$ cat config.mk
export PLATFORM = sky130hd
export DESIGN_NAME = velocity_command_governor
export DESIGN_NICKNAME = d
export VERILOG_FILES = /design/src/hdl/vcg_pkg.sv /design/src/hdl/velocity_command_governor.sv /design/src/hdl/vcg_shift_sub.sv
export SDC_FILE = /design/constraint.sdc
export NUM_CORES = 2
export LEC_CHECK = 0
export ABC_AREA = 0
export BUFFER_PORTS_ARGS = -buffer_cell sky130_fd_sc_hd__buf_2
export CORE_ASPECT_RATIO = 1.5
export CORE_UTILIZATION = 55
export CTS_BUF_LIST = sky130_fd_sc_hd__clkbuf_4
export CTS_CLUSTER_SIZE = 40
export DETAILED_ROUTE_END_ITERATION = 10
export GPL_TIMING_DRIVEN = 0
export PLACE_DENSITY = 0.79
export SETUP_SLACK_MARGIN = 0.05
export SYNTH_ARGS = -nofsm -noshare
export SYNTH_HDL_FRONTEND = slang
export SYNTH_HIERARCHICAL = 1
export SYNTH_SLANG_ARGS = --single-unit
$ cat constraint.sdc
create_clock -name clk -period 9.5 [get_ports clk]
set_input_delay 1.9 -clock clk [delete_from_list [all_inputs] [get_ports clk]]
set_output_delay 1.9 -clock clk [all_outputs]
set_load 0.01 [all_outputs]
$ cat src/hdl/vcg_pkg.sv
// Shared types, codes and widths of the velocity command governor.
`timescale 1ns / 1ps
`default_nettype none

package vcg_pkg;

  // Field widths of the velocity format, the age counter, the limit registers and the configuration port.
  localparam int VEL_WIDTH      = 16;
  localparam int AGE_WIDTH      = 16;
  localparam int LIM_WIDTH      = 15;
  localparam int CFG_ADDR_WIDTH = 3;
  localparam int CFG_DATA_WIDTH = 16;

  // Derived widths of the shared square root / divide unit.
  localparam int MAG_WIDTH  = VEL_WIDTH + 1;
  localparam int SUM_WIDTH  = 2 * VEL_WIDTH;
  localparam int ROOT_WIDTH = VEL_WIDTH;
  localparam int REM_WIDTH  = ROOT_WIDTH + 2;
  localparam int CNT_WIDTH  = $clog2(ROOT_WIDTH);

  typedef enum logic [1:0] {
    CMD_VELOCITY = 2'd0,
    CMD_TICK     = 2'd1,
    CMD_EVALUATE = 2'd2
  } cmd_t;

  typedef enum logic [2:0] {
    STS_WAIT     = 3'd0,
    STS_MOVE     = 3'd1,
    STS_STALE    = 3'd2,
    STS_INVALID  = 3'd3,
    STS_DEADBAND = 3'd4
  } status_t;

  typedef enum logic [CFG_ADDR_WIDTH-1:0] {
    CFG_TIMEOUT     = 3'd0,
    CFG_LIN_THRESH  = 3'd1,
    CFG_ANG_THRESH  = 3'd2,
    CFG_MAX_LINEAR  = 3'd3,
    CFG_MAX_ANGULAR = 3'd4
  } cfg_idx_t;

  typedef enum logic [3:0] {
    ST_IDLE,
    ST_DECIDE,
    ST_MUL_X,
    ST_MUL_Y,
    ST_MUL_L,
    ST_CHECK,
    ST_SQRT,
    ST_PX,
    ST_DX_GO,
    ST_DX_RUN,
    ST_PY,
    ST_DY_GO,
    ST_DY_RUN,
    ST_EMIT
  } state_t;

  // Control from the sequencer to the shift-subtract unit.
  typedef struct packed {
    logic start;
    logic sqrt_mode;
  } unit_ctl_t;

  // Status from the shift-subtract unit back to the sequencer.
  typedef struct packed {
    logic done;
    logic rem_nz;
  } unit_sts_t;

endpackage

`default_nettype wire

$ cat src/hdl/velocity_command_governor.sv
// Top level of the velocity command governor: sequencer, held command and output register.
//
// The input channel (in_*) carries three kinds of transaction, selected by in_tuser:
// a new velocity command, a time tick, or an evaluate request. Velocity and tick
// transactions update the held command and the saturating age counter in the cycle
// they are accepted; the block is ready again in the next cycle and produces no
// result. An evaluate request produces exactly one result transaction on the
// output channel (out_*): wait, move, stale stop, invalid stop or dead-band stop.
// A stop or wait result goes from the decide state straight to the emit state; an
// unscaled move first forms the squares. For a move whose planar vector is over the
// linear limit, the shared shift-subtract unit runs 16 steps for the ceiling square
// root of vx^2+vy^2 and 16 steps for each of the two scaling divisions, and one
// 17x17 multiplier forms the squares and the scaled numerators one per cycle.
// The block takes one evaluate at a time; in_tready is low while it works.
// The result sits in an output register, so velocity and tick transactions are
// still accepted while out_tvalid waits on a stalled receiver; a second evaluate
// finishes its work and then holds until the register is free.
// Configuration is a plain write port (cfg_we, cfg_addr, cfg_wdata); the user must write
// it only while the block is idle; the block does not enforce this. Synchronous active-low
// reset restores register defaults, clears held command and age counter, empties output.
`timescale 1ns / 1ps
`default_nettype none

module velocity_command_governor (
  input  wire logic                                   clk,
  input  wire logic                                   rst_n,
  // Input channel.
  input  wire logic                                   in_tvalid,
  output logic                                        in_tready,
  input  wire logic [55:0]                            in_tdata,  // vx, vy, yaw, invalid
  input  wire logic [1:0]                             in_tuser,  // command
  // Result channel.
  output logic                                        out_tvalid,
  input  wire logic                                   out_tready,
  output logic [63:0]                                 out_tdata, // vx, vy, yaw, age
  output logic [2:0]                                  out_tuser, // status
  // Configuration write port.
  input  wire logic                                   cfg_we,
  input  wire logic [vcg_pkg::CFG_ADDR_WIDTH-1:0]     cfg_addr,
  input  wire logic [vcg_pkg::CFG_DATA_WIDTH-1:0]     cfg_wdata
);

  localparam int VW = vcg_pkg::VEL_WIDTH;
  localparam int AW = vcg_pkg::AGE_WIDTH;
  localparam int LW = vcg_pkg::LIM_WIDTH;
  localparam int GW = vcg_pkg::MAG_WIDTH;
  localparam int SW = vcg_pkg::SUM_WIDTH;
  localparam int RW = vcg_pkg::ROOT_WIDTH;

  vcg_pkg::state_t state_r, state_nxt;

  // Configuration registers.
  logic [AW-1:0] timeout_r;
  logic [LW-1:0] lin_thr_r, ang_thr_r, max_lin_r, max_ang_r;

  // Held command and age.
  logic          have_r;
  logic [VW-1:0] held_vx_r, held_vy_r, held_yaw_r;
  logic          held_inv_r;
  logic [AW-1:0] age_r;

  // Datapath and result registers.
  logic [SW-1:0]          prod_r, sum_r;
  logic [RW-1:0]          r_r;
  vcg_pkg::status_t       res_status_r, out_status_r;
  logic [VW-1:0]          res_vx_r, res_vy_r, res_yaw_r;
  logic [VW-1:0]          out_vx_r, out_vy_r, out_yaw_r;
  logic [AW-1:0]          res_age_r, out_age_r;
  logic                   out_valid_r, out_valid_nxt;

  logic                   in_acc;
  logic                   out_free;
  vcg_pkg::unit_ctl_t     u_ctl;
  vcg_pkg::unit_sts_t     u_sts;
  logic [SW-1:0]          u_operand;
  logic [RW-1:0]          u_result;

  logic [GW-1:0]          vx_ext, vy_ext, yaw_ext;
  logic [GW-1:0]          mag_vx, mag_vy, mag_yaw;
  logic [GW-1:0]          max_ang_ext, neg_max_ang;
  logic [VW-1:0]          yaw_clamped;
  vcg_pkg::status_t       dec_status;
  logic [GW-1:0]          mul_a, mul_b;
  logic [2*GW-1:0]        mul_full;
  logic                   scale_needed;

  assign in_tready = (state_r == vcg_pkg::ST_IDLE);
  assign in_acc    = in_tvalid & in_tready;
  assign out_free  = ~out_valid_r | out_tready;

  // Magnitudes are one bit wider so that the most negative value stays exact.
  always_comb begin
    vx_ext  = {held_vx_r[VW-1], held_vx_r};
    vy_ext  = {held_vy_r[VW-1], held_vy_r};
    yaw_ext = {held_yaw_r[VW-1], held_yaw_r};
    mag_vx  = vx_ext[GW-1]  ? (~vx_ext + 1'b1)  : vx_ext;
    mag_vy  = vy_ext[GW-1]  ? (~vy_ext + 1'b1)  : vy_ext;
    mag_yaw = yaw_ext[GW-1] ? (~yaw_ext + 1'b1) : yaw_ext;

    max_ang_ext = {{(GW-LW){1'b0}}, max_ang_r};
    neg_max_ang = ~max_ang_ext + 1'b1;
    if ($signed(yaw_ext) > $signed(max_ang_ext)) begin
      yaw_clamped = max_ang_ext[VW-1:0];
    end else if ($signed(yaw_ext) < $signed(neg_max_ang)) begin
      yaw_clamped = neg_max_ang[VW-1:0];
    end else begin
      yaw_clamped = held_yaw_r;
    end

    // Checks in priority order: no command, stale, invalid, dead-band, move.
    priority if (!have_r) begin
      dec_status = vcg_pkg::STS_WAIT;
    end else if (age_r > timeout_r) begin
      dec_status = vcg_pkg::STS_STALE;
    end else if (held_inv_r) begin
      dec_status = vcg_pkg::STS_INVALID;
    end else if ((mag_vx < {{(GW-LW){1'b0}}, lin_thr_r}) &&
                 (mag_vy < {{(GW-LW){1'b0}}, lin_thr_r}) &&
                 (mag_yaw < {{(GW-LW){1'b0}}, ang_thr_r})) begin
      dec_status = vcg_pkg::STS_DEADBAND;
    end else begin
      dec_status = vcg_pkg::STS_MOVE;
    end
  end

  // The one multiplier: squares first, then the scaled numerators.
  always_comb begin
    unique case (state_r)
      vcg_pkg::ST_MUL_Y: begin
        mul_a = mag_vy;
        mul_b = mag_vy;
      end
      vcg_pkg::ST_MUL_L: begin
        mul_a = {{(GW-LW){1'b0}}, max_lin_r};
        mul_b = {{(GW-LW){1'b0}}, max_lin_r};
      end
      vcg_pkg::ST_PX: begin
        mul_a = mag_vx;
        mul_b = {{(GW-LW){1'b0}}, max_lin_r};
      end
      vcg_pkg::ST_PY: begin
        mul_a = mag_vy;
        mul_b = {{(GW-LW){1'b0}}, max_lin_r};
      end
      default: begin
        mul_a = mag_vx;
        mul_b = mag_vx;
      end
    endcase
    mul_full = mul_a * mul_b;
  end

  // In the check state prod_r holds max_linear squared.
  assign scale_needed = (sum_r > prod_r);
  assign u_operand    = (state_r == vcg_pkg::ST_CHECK) ? sum_r : prod_r;

  // Sequencer: next state and unit control.
  always_comb begin
    state_nxt       = state_r;
    u_ctl.start     = 1'b0;
    u_ctl.sqrt_mode = 1'b0;
    unique case (state_r)
      vcg_pkg::ST_IDLE: begin
        if (in_acc && (in_tuser == vcg_pkg::CMD_EVALUATE)) begin
          state_nxt = vcg_pkg::ST_DECIDE;
        end
      end
      vcg_pkg::ST_DECIDE: begin
        state_nxt = (dec_status == vcg_pkg::STS_MOVE) ? vcg_pkg::ST_MUL_X : vcg_pkg::ST_EMIT;
      end
      vcg_pkg::ST_MUL_X: state_nxt = vcg_pkg::ST_MUL_Y;
      vcg_pkg::ST_MUL_Y: state_nxt = vcg_pkg::ST_MUL_L;
      vcg_pkg::ST_MUL_L: state_nxt = vcg_pkg::ST_CHECK;
      vcg_pkg::ST_CHECK: begin
        if (scale_needed) begin
          u_ctl.start     = 1'b1;
          u_ctl.sqrt_mode = 1'b1;
          state_nxt       = vcg_pkg::ST_SQRT;
        end else begin
          state_nxt = vcg_pkg::ST_EMIT;
        end
      end
      vcg_pkg::ST_SQRT: begin
        if (u_sts.done) begin
          state_nxt = vcg_pkg::ST_PX;
        end
      end
      vcg_pkg::ST_PX: state_nxt = vcg_pkg::ST_DX_GO;
      vcg_pkg::ST_DX_GO: begin
        u_ctl.start = 1'b1;
        state_nxt   = vcg_pkg::ST_DX_RUN;
      end
      vcg_pkg::ST_DX_RUN: begin
        if (u_sts.done) begin
          state_nxt = vcg_pkg::ST_PY;
        end
      end
      vcg_pkg::ST_PY: state_nxt = vcg_pkg::ST_DY_GO;
      vcg_pkg::ST_DY_GO: begin
        u_ctl.start = 1'b1;
        state_nxt   = vcg_pkg::ST_DY_RUN;
      end
      vcg_pkg::ST_DY_RUN: begin
        if (u_sts.done) begin
          state_nxt = vcg_pkg::ST_EMIT;
        end
      end
      vcg_pkg::ST_EMIT: begin
        if (out_free) begin
          state_nxt = vcg_pkg::ST_IDLE;
        end
      end
      default: state_nxt = vcg_pkg::ST_IDLE;
    endcase
  end

  always_ff @(posedge clk) begin
    if (!rst_n) begin
      state_r <= vcg_pkg::ST_IDLE;
    end else begin
      state_r <= state_nxt;
    end
  end

  vcg_shift_sub u_unit (
    .clk     (clk),
    .rst_n   (rst_n),
    .ctl     (u_ctl),
    .operand (u_operand),
    .divisor (r_r),
    .sts     (u_sts),
    .result  (u_result)
  );

  // Configuration, held command and age counter.
  always_ff @(posedge clk) begin
    if (!rst_n) begin
      timeout_r  <= AW'(500);
      lin_thr_r  <= LW'(205);
      ang_thr_r  <= LW'(205);
      max_lin_r  <= LW'(2048);
      max_ang_r  <= LW'(2048);
      have_r     <= 1'b0;
      held_vx_r  <= '0;
      held_vy_r  <= '0;
      held_yaw_r <= '0;
      held_inv_r <= 1'b0;
      age_r      <= '0;
    end else begin
      if (cfg_we) begin
        unique case (cfg_addr)
          vcg_pkg::CFG_TIMEOUT:     timeout_r <= cfg_wdata[AW-1:0];
          vcg_pkg::CFG_LIN_THRESH:  lin_thr_r <= cfg_wdata[LW-1:0];
          vcg_pkg::CFG_ANG_THRESH:  ang_thr_r <= cfg_wdata[LW-1:0];
          vcg_pkg::CFG_MAX_LINEAR:  max_lin_r <= cfg_wdata[LW-1:0];
          vcg_pkg::CFG_MAX_ANGULAR: max_ang_r <= cfg_wdata[LW-1:0];
          default: ;
        endcase
      end
      if (in_acc) begin
        unique case (in_tuser)
          vcg_pkg::CMD_VELOCITY: begin
            held_vx_r  <= in_tdata[VW-1:0];
            held_vy_r  <= in_tdata[2*VW-1:VW];
            held_yaw_r <= in_tdata[3*VW-1:2*VW];
            held_inv_r <= in_tdata[3*VW];
            have_r     <= 1'b1;
            age_r      <= '0;
          end
          vcg_pkg::CMD_TICK: begin
            if (age_r != {AW{1'b1}}) begin
              age_r <= age_r + 1'b1;
            end
          end
          default: ;
        endcase
      end
    end
  end

  // Datapath and result staging.
  always_ff @(posedge clk) begin
    unique case (state_r)
      vcg_pkg::ST_DECIDE: begin
        res_status_r <= dec_status;
        res_age_r    <= have_r ? age_r : '0;
        if (dec_status == vcg_pkg::STS_MOVE) begin
          res_vx_r  <= held_vx_r;
          res_vy_r  <= held_vy_r;
          res_yaw_r <= yaw_clamped;
        end else begin
          res_vx_r  <= '0;
          res_vy_r  <= '0;
          res_yaw_r <= '0;
        end
      end
      vcg_pkg::ST_MUL_X: prod_r <= mul_full[SW-1:0];
      vcg_pkg::ST_MUL_Y: begin
        sum_r  <= prod_r;
        prod_r <= mul_full[SW-1:0];
      end
      vcg_pkg::ST_MUL_L: begin
        sum_r  <= sum_r + prod_r;
        prod_r <= mul_full[SW-1:0];
      end
      vcg_pkg::ST_SQRT: begin
        // A nonzero remainder rounds the root up.
        if (u_sts.done) begin
          r_r <= u_result + {{(RW-1){1'b0}}, u_sts.rem_nz};
        end
      end
      vcg_pkg::ST_PX, vcg_pkg::ST_PY: prod_r <= mul_full[SW-1:0];
      vcg_pkg::ST_DX_RUN: begin
        if (u_sts.done) begin
          res_vx_r <= held_vx_r[VW-1] ? (~u_result + 1'b1) : u_result;
        end
      end
      vcg_pkg::ST_DY_RUN: begin
        if (u_sts.done) begin
          res_vy_r <= held_vy_r[VW-1] ? (~u_result + 1'b1) : u_result;
        end
      end
      vcg_pkg::ST_EMIT: begin
        if (out_free) begin
          out_status_r <= res_status_r;
          out_vx_r     <= res_vx_r;
          out_vy_r     <= res_vy_r;
          out_yaw_r    <= res_yaw_r;
          out_age_r    <= res_age_r;
        end
      end
      default: ;
    endcase
  end

  always_comb begin
    if ((state_r == vcg_pkg::ST_EMIT) && out_free) begin
      out_valid_nxt = 1'b1;
    end else if (out_tready) begin
      out_valid_nxt = 1'b0;
    end else begin
      out_valid_nxt = out_valid_r;
    end
  end

  always_ff @(posedge clk) begin
    if (!rst_n) begin
      out_valid_r <= 1'b0;
    end else begin
      out_valid_r <= out_valid_nxt;
    end
  end

  assign out_tvalid = out_valid_r;
  assign out_tdata  = {out_age_r, out_yaw_r, out_vy_r, out_vx_r};
  assign out_tuser  = out_status_r;

`ifndef SYNTHESIS
  // The shared unit only finishes while the sequencer waits for it.
  assert property (@(posedge clk) disable iff (!rst_n)
    u_sts.done |-> ((state_r == vcg_pkg::ST_SQRT) || (state_r == vcg_pkg::ST_DX_RUN) ||
                    (state_r == vcg_pkg::ST_DY_RUN)))
    else $error("shift-subtract unit finished outside a wait state");

  // Every non-move result carries zero velocities.
  assert property (@(posedge clk) disable iff (!rst_n)
    (out_tvalid && (out_tuser != vcg_pkg::STS_MOVE)) |-> (out_tdata[3*VW-1:0] == '0))
    else $error("stop or wait result with nonzero velocity");

  // An accepted evaluate request starts the sequencer in the next cycle.
  assert property (@(posedge clk) disable iff (!rst_n)
    (in_acc && (in_tuser == vcg_pkg::CMD_EVALUATE)) |=> (state_r == vcg_pkg::ST_DECIDE))
    else $error("evaluate transaction did not start the sequencer");

  // The age counter only goes down when a new velocity command arrives.
  assert property (@(posedge clk) disable iff (!rst_n)
    !(in_acc && (in_tuser == vcg_pkg::CMD_VELOCITY)) |=> (age_r >= $past(age_r)))
    else $error("age counter decreased without a new command");
`endif

endmodule

`default_nettype wire

$ cat src/hdl/vcg_shift_sub.sv
// Shared shift-subtract unit: bit-serial integer square root and restoring division.
`timescale 1ns / 1ps
`default_nettype none

module vcg_shift_sub (
  input  wire logic                                clk,
  input  wire logic                                rst_n,
  input  wire vcg_pkg::unit_ctl_t                  ctl,
  input  wire logic [vcg_pkg::SUM_WIDTH-1:0]       operand,
  input  wire logic [vcg_pkg::ROOT_WIDTH-1:0]      divisor,
  output vcg_pkg::unit_sts_t                       sts,
  output logic [vcg_pkg::ROOT_WIDTH-1:0]           result
);

  localparam int SW = vcg_pkg::SUM_WIDTH;
  localparam int RW = vcg_pkg::ROOT_WIDTH;
  localparam int MW = vcg_pkg::REM_WIDTH;
  localparam int CW = vcg_pkg::CNT_WIDTH;

  logic          busy_r, busy_nxt;
  logic          done_r, done_nxt;
  logic          sqrt_r, sqrt_nxt;
  logic [CW-1:0] cnt_r, cnt_nxt;
  logic [MW-1:0] rem_r, rem_nxt;
  logic [RW-1:0] acc_r, acc_nxt;
  logic [SW-1:0] src_r, src_nxt;

  logic [MW+1:0] shifted;
  logic [MW+1:0] trial;
  logic [MW+2:0] diff;
  logic          ge;

  // Square root brings down two bits a step and tries 4*root+1; division brings
  // down one bit and tries the divisor.
  always_comb begin
    if (sqrt_r) begin
      shifted = {rem_r, src_r[SW-1 -: 2]};
      trial   = {2'b00, acc_r, 2'b01};
    end else begin
      shifted = {1'b0, rem_r, src_r[SW-1]};
      trial   = {{(MW+2-RW){1'b0}}, divisor};
    end
    diff = {1'b0, shifted} - {1'b0, trial};
    ge   = ~diff[MW+2];
  end

  always_comb begin
    busy_nxt = busy_r;
    done_nxt = 1'b0;
    sqrt_nxt = sqrt_r;
    cnt_nxt  = cnt_r;
    rem_nxt  = rem_r;
    acc_nxt  = acc_r;
    src_nxt  = src_r;
    if (ctl.start) begin
      busy_nxt = 1'b1;
      sqrt_nxt = ctl.sqrt_mode;
      cnt_nxt  = CW'(RW - 1);
      acc_nxt  = '0;
      if (ctl.sqrt_mode) begin
        rem_nxt = '0;
        src_nxt = operand;
      end else begin
        // The quotient fits in RW bits, so the top half is already below the divisor.
        rem_nxt = {{(MW-(SW-RW)){1'b0}}, operand[SW-1:RW]};
        src_nxt = {operand[RW-1:0], {(SW-RW){1'b0}}};
      end
    end else if (busy_r) begin
      rem_nxt = ge ? diff[MW-1:0] : shifted[MW-1:0];
      acc_nxt = {acc_r[RW-2:0], ge};
      src_nxt = sqrt_r ? {src_r[SW-3:0], 2'b00} : {src_r[SW-2:0], 1'b0};
      cnt_nxt = cnt_r - 1'b1;
      if (cnt_r == '0) begin
        busy_nxt = 1'b0;
        done_nxt = 1'b1;
      end
    end
  end

  always_ff @(posedge clk) begin
    if (!rst_n) begin
      busy_r <= 1'b0;
      done_r <= 1'b0;
    end else begin
      busy_r <= busy_nxt;
      done_r <= done_nxt;
    end
  end

  always_ff @(posedge clk) begin
    sqrt_r <= sqrt_nxt;
    cnt_r  <= cnt_nxt;
    rem_r  <= rem_nxt;
    acc_r  <= acc_nxt;
    src_r  <= src_nxt;
  end

  assign sts.done   = done_r;
  assign sts.rem_nz = |rem_r;
  assign result     = acc_r;

endmodule

`default_nettype wire

### Word level (Yosys, flattened, before mapping)

Cells that the tools add are included.

| word-level totals | value |
|---|---|
| flip-flop bits (word level) | 434 |
| bits of input ports | 82 |
| output and inout bits | 69 |
| word-level logic and storage cells | 174 |

| operators by class | value |
|---|---|
| add/subtract/negate cells | 10 |
| multiply operators | 1 |
| magnitude comparators | 7 |
| eq/ne operators | 27 |
| muxes and demuxes | 50 |
| bitwise operators | 12 |
| reductions and logical operators | 33 |

Operators with widths:

| kind | count |
|---|---|
| 32-bit 2-to-1 mux | 5 |
| 16-bit 2-to-1 mux | 9 |
| 16-bit one-hot mux with 2 select lines | 3 |
| 18-bit 2-to-1 mux | 4 |
| 17-bit by 1-bit adder with 17-bit output (second input constant) | 4 |
| 17-bit one-hot mux with 2 select lines | 2 |
| 32-bit one-hot mux with 2 select lines | 1 |
| 4-bit one-hot mux with 14 select lines | 1 |
| 17-bit by 15-bit less-than comparator with 1-bit output | 3 |
| 17-bit 2-to-1 mux | 3 |
| 17-bit inverter | 3 |
| 16-bit by 1-bit adder with 16-bit output (second input constant) | 2 |
| 32-bit adder | 1 |
| 16-bit > comparator | 2 |
| 32-bit > comparator | 1 |
| 17-bit by 17-bit multiplier with 32-bit output | 1 |
| 4-bit 2-to-1 mux | 7 |
| 4-bit equality test (second input constant) | 6 |
| 20-bit by 18-bit subtractor with 21-bit output | 1 |
| 20-bit 2-to-1 mux | 1 |
| 2-bit AND reduction | 10 |
| 18-bit OR reduction | 1 |
| 16-bit by 17-bit less-than comparator with 1-bit output | 1 |
| 15-bit inverter with 17-bit output | 1 |
| 32 further kinds | 67 |

### Longest topological paths before layout

| logic depth | value |
|---|---|
| depth in word-level cells | 13 |
| depth in mapped cells | 31 |

### Cells and area by module

The synthesis kept the hierarchy.

Modules (own cells, without submodules):

| module | times used | cells an instance | area an instance (um2) | sequential area each (um2) |
|---|---|---|---|---|
| velocity_command_governor | 1 | 3,304 | 29,684.7 | 9,369.0 |
| vcg_shift_sub | 1 | 488 | 4,867.2 | 1,971.9 |

### Worst setup path before layout

No wires, ideal clock.

| timing path | value |
|---|---|
| path kind | reg-to-reg |
| start point | register state_r[3] |
| end point | register prod_r[28], data pin |
| arrival time | 7.627 ns |
| required time | 9.235 ns |
| path slack | 1.608 ns |
| cell stages (with the launch flop) | 29 |
| clock period less this slack | 7.892 ns |
| cell sequence | dfxtp_1 > clkbuf_1 > inv_1 > o31ai_1 > nand2b_1 > nor2_1 > a221oi_1 > clkbuf_1 > nor2_1 > fa_1 > inv_1 > fa_1 > fa_1 > fa_1 > inv_1 > fa_1 > inv_1 > fa_1 > inv_1 > ha_1 > a21oi_1 > o31ai_1 > a21o_1 > a21o_1 > a211oi_1 > o311ai_0 > a31oi_1 > o21ai_0 > xor2_1 |

| between the ends | value |
|---|---|
| word-level cells in the longest chain between the ends | 4 |

Ends and longest elaborated chain:

| what | line | text |
|---|---|---|
| from (decl) | velocity_command_governor.sv:50 | `vcg_pkg::state_t state_r, state_nxt;` |
| from (signal assigned) | velocity_command_governor.sv:219 | `state_r <= vcg_pkg::ST_IDLE;` |
| from (signal assigned) | velocity_command_governor.sv:221 | `state_r <= state_nxt;` |
| 4-bit by 3-bit equality test with 1-bit output (tied with other cells) | velocity_command_governor.sv:128 | `unique case (state_r)` |
| 3-bit OR reduction (no source line) / 2-bit OR reduction (equally long branches) | -- |  |
| 17-bit one-hot mux with 2 select lines | velocity_command_governor.sv:128 |  |
| 17-bit by 17-bit multiplier with 32-bit output (*) | velocity_command_governor.sv:150 | `mul_full = mul_a * mul_b;` |
| via mul_full[28] | velocity_command_governor.sv:84 | `logic [2*GW-1:0] mul_full;` |
| to (signal assigned) | velocity_command_governor.sv:297 | `vcg_pkg::ST_MUL_X: prod_r <= mul_full[SW-1:0];` |
| to (signal assigned) | velocity_command_governor.sv:300 | `prod_r <= mul_full[SW-1:0];` |
| to (signal assigned) | velocity_command_governor.sv:304 | `prod_r <= mul_full[SW-1:0];` |
| to (decl) | velocity_command_governor.sv:63 | `logic [SW-1:0] prod_r, sum_r;` |

Mark *: on every way through the listed nets, which the timed path passes. The rest lies on a longest branch.
A chain may end at the register's enable or synchronous reset.

### Worst setup path after layout

| timing path | value |
|---|---|
| start point | register held_vx_r[6] |
| end point | register prod_r[30], data pin |

| between the ends | value |
|---|---|
| word-level cells in the longest chain between the ends | 5 |

Ends and longest elaborated chain:

| what | line | text |
|---|---|---|
| from (decl) | velocity_command_governor.sv:58 | `logic [VW-1:0] held_vx_r, held_vy_r, held_yaw_r;` |
| from (signal assigned) | velocity_command_governor.sv:263 | `held_vx_r <= in_tdata[VW-1:0];` |
| 17-bit inverter | velocity_command_governor.sv:96 | `mag_vx = vx_ext[GW-1] ? (~vx_ext + 1'b1) : vx_ext;` |
| 17-bit by 1-bit adder with 17-bit output | velocity_command_governor.sv:96 |  |
| 17-bit 2-to-1 mux (*) | velocity_command_governor.sv:96 |  |
| 17-bit one-hot mux with 2 select lines | velocity_command_governor.sv:128 |  |
| 17-bit by 17-bit multiplier with 32-bit output (*) | velocity_command_governor.sv:150 |  |
| via mul_full[30] | velocity_command_governor.sv:84 |  |

Marked as above.

==> summary.md <==
| Metric | Value |
|---|---|
| Least-Margin Pin Slew | `1.29 ns` |
| Setup Crit Path Kind | `reg2reg` |
| Setup Viol. Count Final | `0` |
| Layout cell share with drive strength beyond 1 | `a little over a tenth` |
| CTS H-tree depth | `3` |
| DRT iter0 DRCs | `about 2.3k` |
| R2R depth | `27` |
| F_max | `0.110 GHz` |
| Placed insts | `4779` |
| Static leakage | `16.1 nW` |
| Number of synthesized register bits | `approximately 430` |
| Root buf cell | `clkbuf_4` |
| Wire per inst | `20.9 µm` |
| Max-slew headroom | `a little over an eighth` |
| Placed cell areas | `36600 µm²` |
| Netlist cell types | `81` |
| CTS Hold Buffers Added | `0` |
| DRT antenna net count | `0` |
| Failing checks | `DRC` |
| Worst Path Max Fanout | `7` |
| Vias | `29.1k` |
| Non-Filler Instances | `~5k` |
| WP data arrival | `9.79 ns` |
| Yosys warnings | `6` |
| Data required, critical path | `10.16 ns` |
| Fin. Hold Viols | `0` |
| Initial Utilization | `about 56%` |
| GPL Wtd Cong | `1.04` |
| Area grow syn2layout | `10.2%` |
| Worst vdd ir | `0.142 mV` |
| Async set-reset flop share out of synthesis | `0%` |
| Number of buffers created by CTS | `between 100 and 150` |
| CTS tree | `done` |
| Hpwl dp | `82000 µm` |
| Vias in the first global route | `29.4k` |
| Clock tree sinks | `434` |
| Worst Setup End Kind | `flip-flop` |
| CP startpoint kind | `flip-flop` |
| I/O pin total | `151` |
| Antenna violations before repair | `4` |
| Largest net degree at the start of global routing | `51` |
| Routed WL | `104000 µm` |
| Final net count | `4668` |
| Max-cap violations | `0` |
| Vias per cell | `5.86` |
| Global-route wire length before repair | `160000 µm` |
| Fill count | `5326` |
| Gate Count Post-Synth | `3792` |
| Worst Skew | `0.0950 ns` |
| Height of the chip | `between 300 and 400 µm` |
| Ys flop type | `edfxtp_1` |
| Max Transition Viols Final | `0` |
| # DRC | `6` |
| Clock Tree Buf Depth | `3` |
| Global route overflow | `0` |
| Post-synthesis sequential area ratio | `32.8%` |
| Hold crit path type | `reg2reg` |
| DIE WIDTH | `207 µm` |
| Crit path time final | `9.12 ns` |
| Die area | `63800 µm²` |
| Post-synth EDFFs | `265` |
| I/O Buffers | `143` |
| Final Core Density | `between 60% and 70%` |
| Outcome | `complete, but fails checks` |
| Final instance area | `38100 µm²` |
| FP Rows | `between 100 and 150` |
| Core Box Area | `62200 µm²` |
| First-pass DRT Iterations | `9` |
| RSZ-0062 raised after global routing | `false` |
| Clk slew on worst S/H paths | `0.08 ns` |
| Hold_ws | `between 0.4 and 0.5 ns` |
| Hold Path Cell Cnt | `0` |
| Synth Area per Inst | `just over 9 µm²` |
| Tcrit/Tclk final | `a little over nine tenths` |
| Cell area power density | `245 nW/µm²` |
| All-Layer GR Usage | `33.2%` |
| Later-pin clock latency in the skew report | `0.92 ns` |
| Tot Pwr | `9.33 mW` |
| Post-Syn Area | `around 35000 µm²` |
[per-layer routing]
metal / routed length (µm) / part of all wire, % / global-route usage (%) / vias to the layer above
li1: - / - / - / 13400
met1: 36200 / 35 / 34.9 / 14000
met2: 52300 / 50 / 58.0 / 1250
met3: 6920 / 6.7 / 5.95 / 435
met4: 8630 / 8.3 / 25.9 / 0
met5: 0 / 0 / 0 / -
[sequential cells by signal, indices dropped and copies added (netlist names), 18 cells and up]
name and flops:
u_unit/rem_r 18, sum_r 32, u_unit/src_r 32, prod_r 32
[cells in the final DEF (no fill, tap or decap), types with 19 or more instances in the layout]
cell type	instances
a21oi_1	148
o21a_1	20
inv_1	467
nand2_1	622
nor3_1	36
a211oi_1	29
clkbuf_1	128
o21ai_0	163
xor2_1	70
a22oi_1	28
a21boi_0	117
nand4_1	22
nor2_1	229
buf_2	149
mux2_2	25
edfxtp_1	265
nor2b_1	43
clkbuf_4	157
and2_1	43
o22ai_1	34
a21o_1	38
o31ai_1	21
nor4_1	19
nand2b_1	19
xnor2_1	106
mux2i_1	84
dfxtp_1	169
o211ai_1	25
ha_1	276
or3_1	21
nand3_1	49
fa_1	225
conb_1	37
[synth_stat cells (16+ instances only)]
library cell | n | area [µm²]
o211ai_1 | 25 | 188
nand4_1 | 22 | 138
o31ai_1 | 24 | 180
nand3_1 | 49 | 245
o22ai_1 | 35 | 219
and2_1 | 43 | 269
fa_1 | 225 | 4500
clkbuf_1 | 143 | 537
mux2_2 | 25 | 282
a31oi_1 | 16 | 100
a211oi_1 | 29 | 218
nor2b_1 | 44 | 275
dfxtp_1 | 169 | 3380
nand2b_1 | 20 | 125
o21ai_1 | 22 | 110
o21a_1 | 20 | 150
nor2_1 | 231 | 867
xnor2_1 | 107 | 937
or3_1 | 21 | 131
inv_1 | 467 | 1750
nand2_1 | 623 | 2340
a21o_1 | 38 | 285
o21ai_0 | 167 | 836
xor2_1 | 70 | 613
a21oi_1 | 150 | 751
ha_1 | 276 | 3450
nor3_1 | 38 | 190
a22oi_1 | 28 | 210
edfxtp_1 | 265 | 7960
a21boi_0 | 124 | 931
nor4_1 | 21 | 131
mux2i_1 | 84 | 841
[final cells by class]
class | instances | area [µm²] | share of cell area [%]
Antenna cell | 4 | 10.0 | 0.0263
Buffer | 162 | 676 | 1.77
Clock buffer | 157 | 1180 | 3.09
Clock inverter | 30 | 175 | 0.460
Inverter | 467 | 1750 | 4.60
Multi-Input combinational cell | 2761 | 21100 | 55.4
Sequential cell | 434 | 11300 | 29.8
Tap cell | 798 | 998 | 2.62
Timing Repair Buffer | 156 | 863 | 2.27
[power breakdown]
part / switching (mW) / internal [mW]
combinational: 3.04 / 1.73
sequential: 0.295 / 2.69
clock: 0.795 / 0.787
[kinds of logic (layout without fill, tap and decap cells)]
family / after synthesis / count (layout) / share of synthesized area (%)
compound gates: 767 / 767 / 14.4
xor+xnor: 177 / 177 / 4.49
fa+ha+maj: 501 / 501 / 23.0
buf+inv: 632 / 972 / 7.02
flops: 434 / 434 / 32.8
mux: 109 / 109 / 3.25
other cells: 2 / 41 / 0.0217
simple gates: 1170 / 1170 / 15.0
[per-stage QoR]
step / setup WS (ns) / setup TNS (ns)
after detailed placement: -0.180 / -0.362
after floorplan: 1.61 / 0
after CTS: 0.0930 / 0
after global placement: -0.153 / -0.578
final: 0.378 / 0
after global routing: 0.0360 / 0
[final timing paths]
path                                       to  slack (ns)     startpoint
worst min-delay path            out_yaw_r[11]        0.40  res_yaw_r[11]
worst max register to register     prod_r[30]        0.38   held_vx_r[6]
worst min register to register  out_yaw_r[11]        0.40  res_yaw_r[11]
worst max-delay path               prod_r[30]        0.38   held_vx_r[6]
[critical path, stage by stage, from the launching register on]
cell,delay [ns]
dfxtp_1,0.43
or4_4,0.60
or4_4,0.44
o21ai_0,0.22
xor2_1,0.46
inv_1,0.26
a21boi_1,0.60
nor2_1,0.18
fa_1,0.57
inv_1,0.05
fa_1,0.54
inv_1,0.08
fa_1,0.48
fa_1,0.51
fa_1,0.54
inv_1,0.05
fa_1,0.53
inv_1,0.04
ha_1,0.35
o21a_1,0.20
o21ai_0,0.14
nand2_1,0.10
a211o_1,0.29
o21ai_0,0.15
o311ai_0,0.19
a31oi_1,0.38
o21ai_0,0.18
xor2_1,0.28
[repair_timing]
action | CTS | global route
setup endpoints to repair | 3 | 7
resized for setup | 7 | 56
pin swaps | 0 | 1
setup buffers | 0 | 2
No activity file was read; power rests on OpenSTA's default activity.
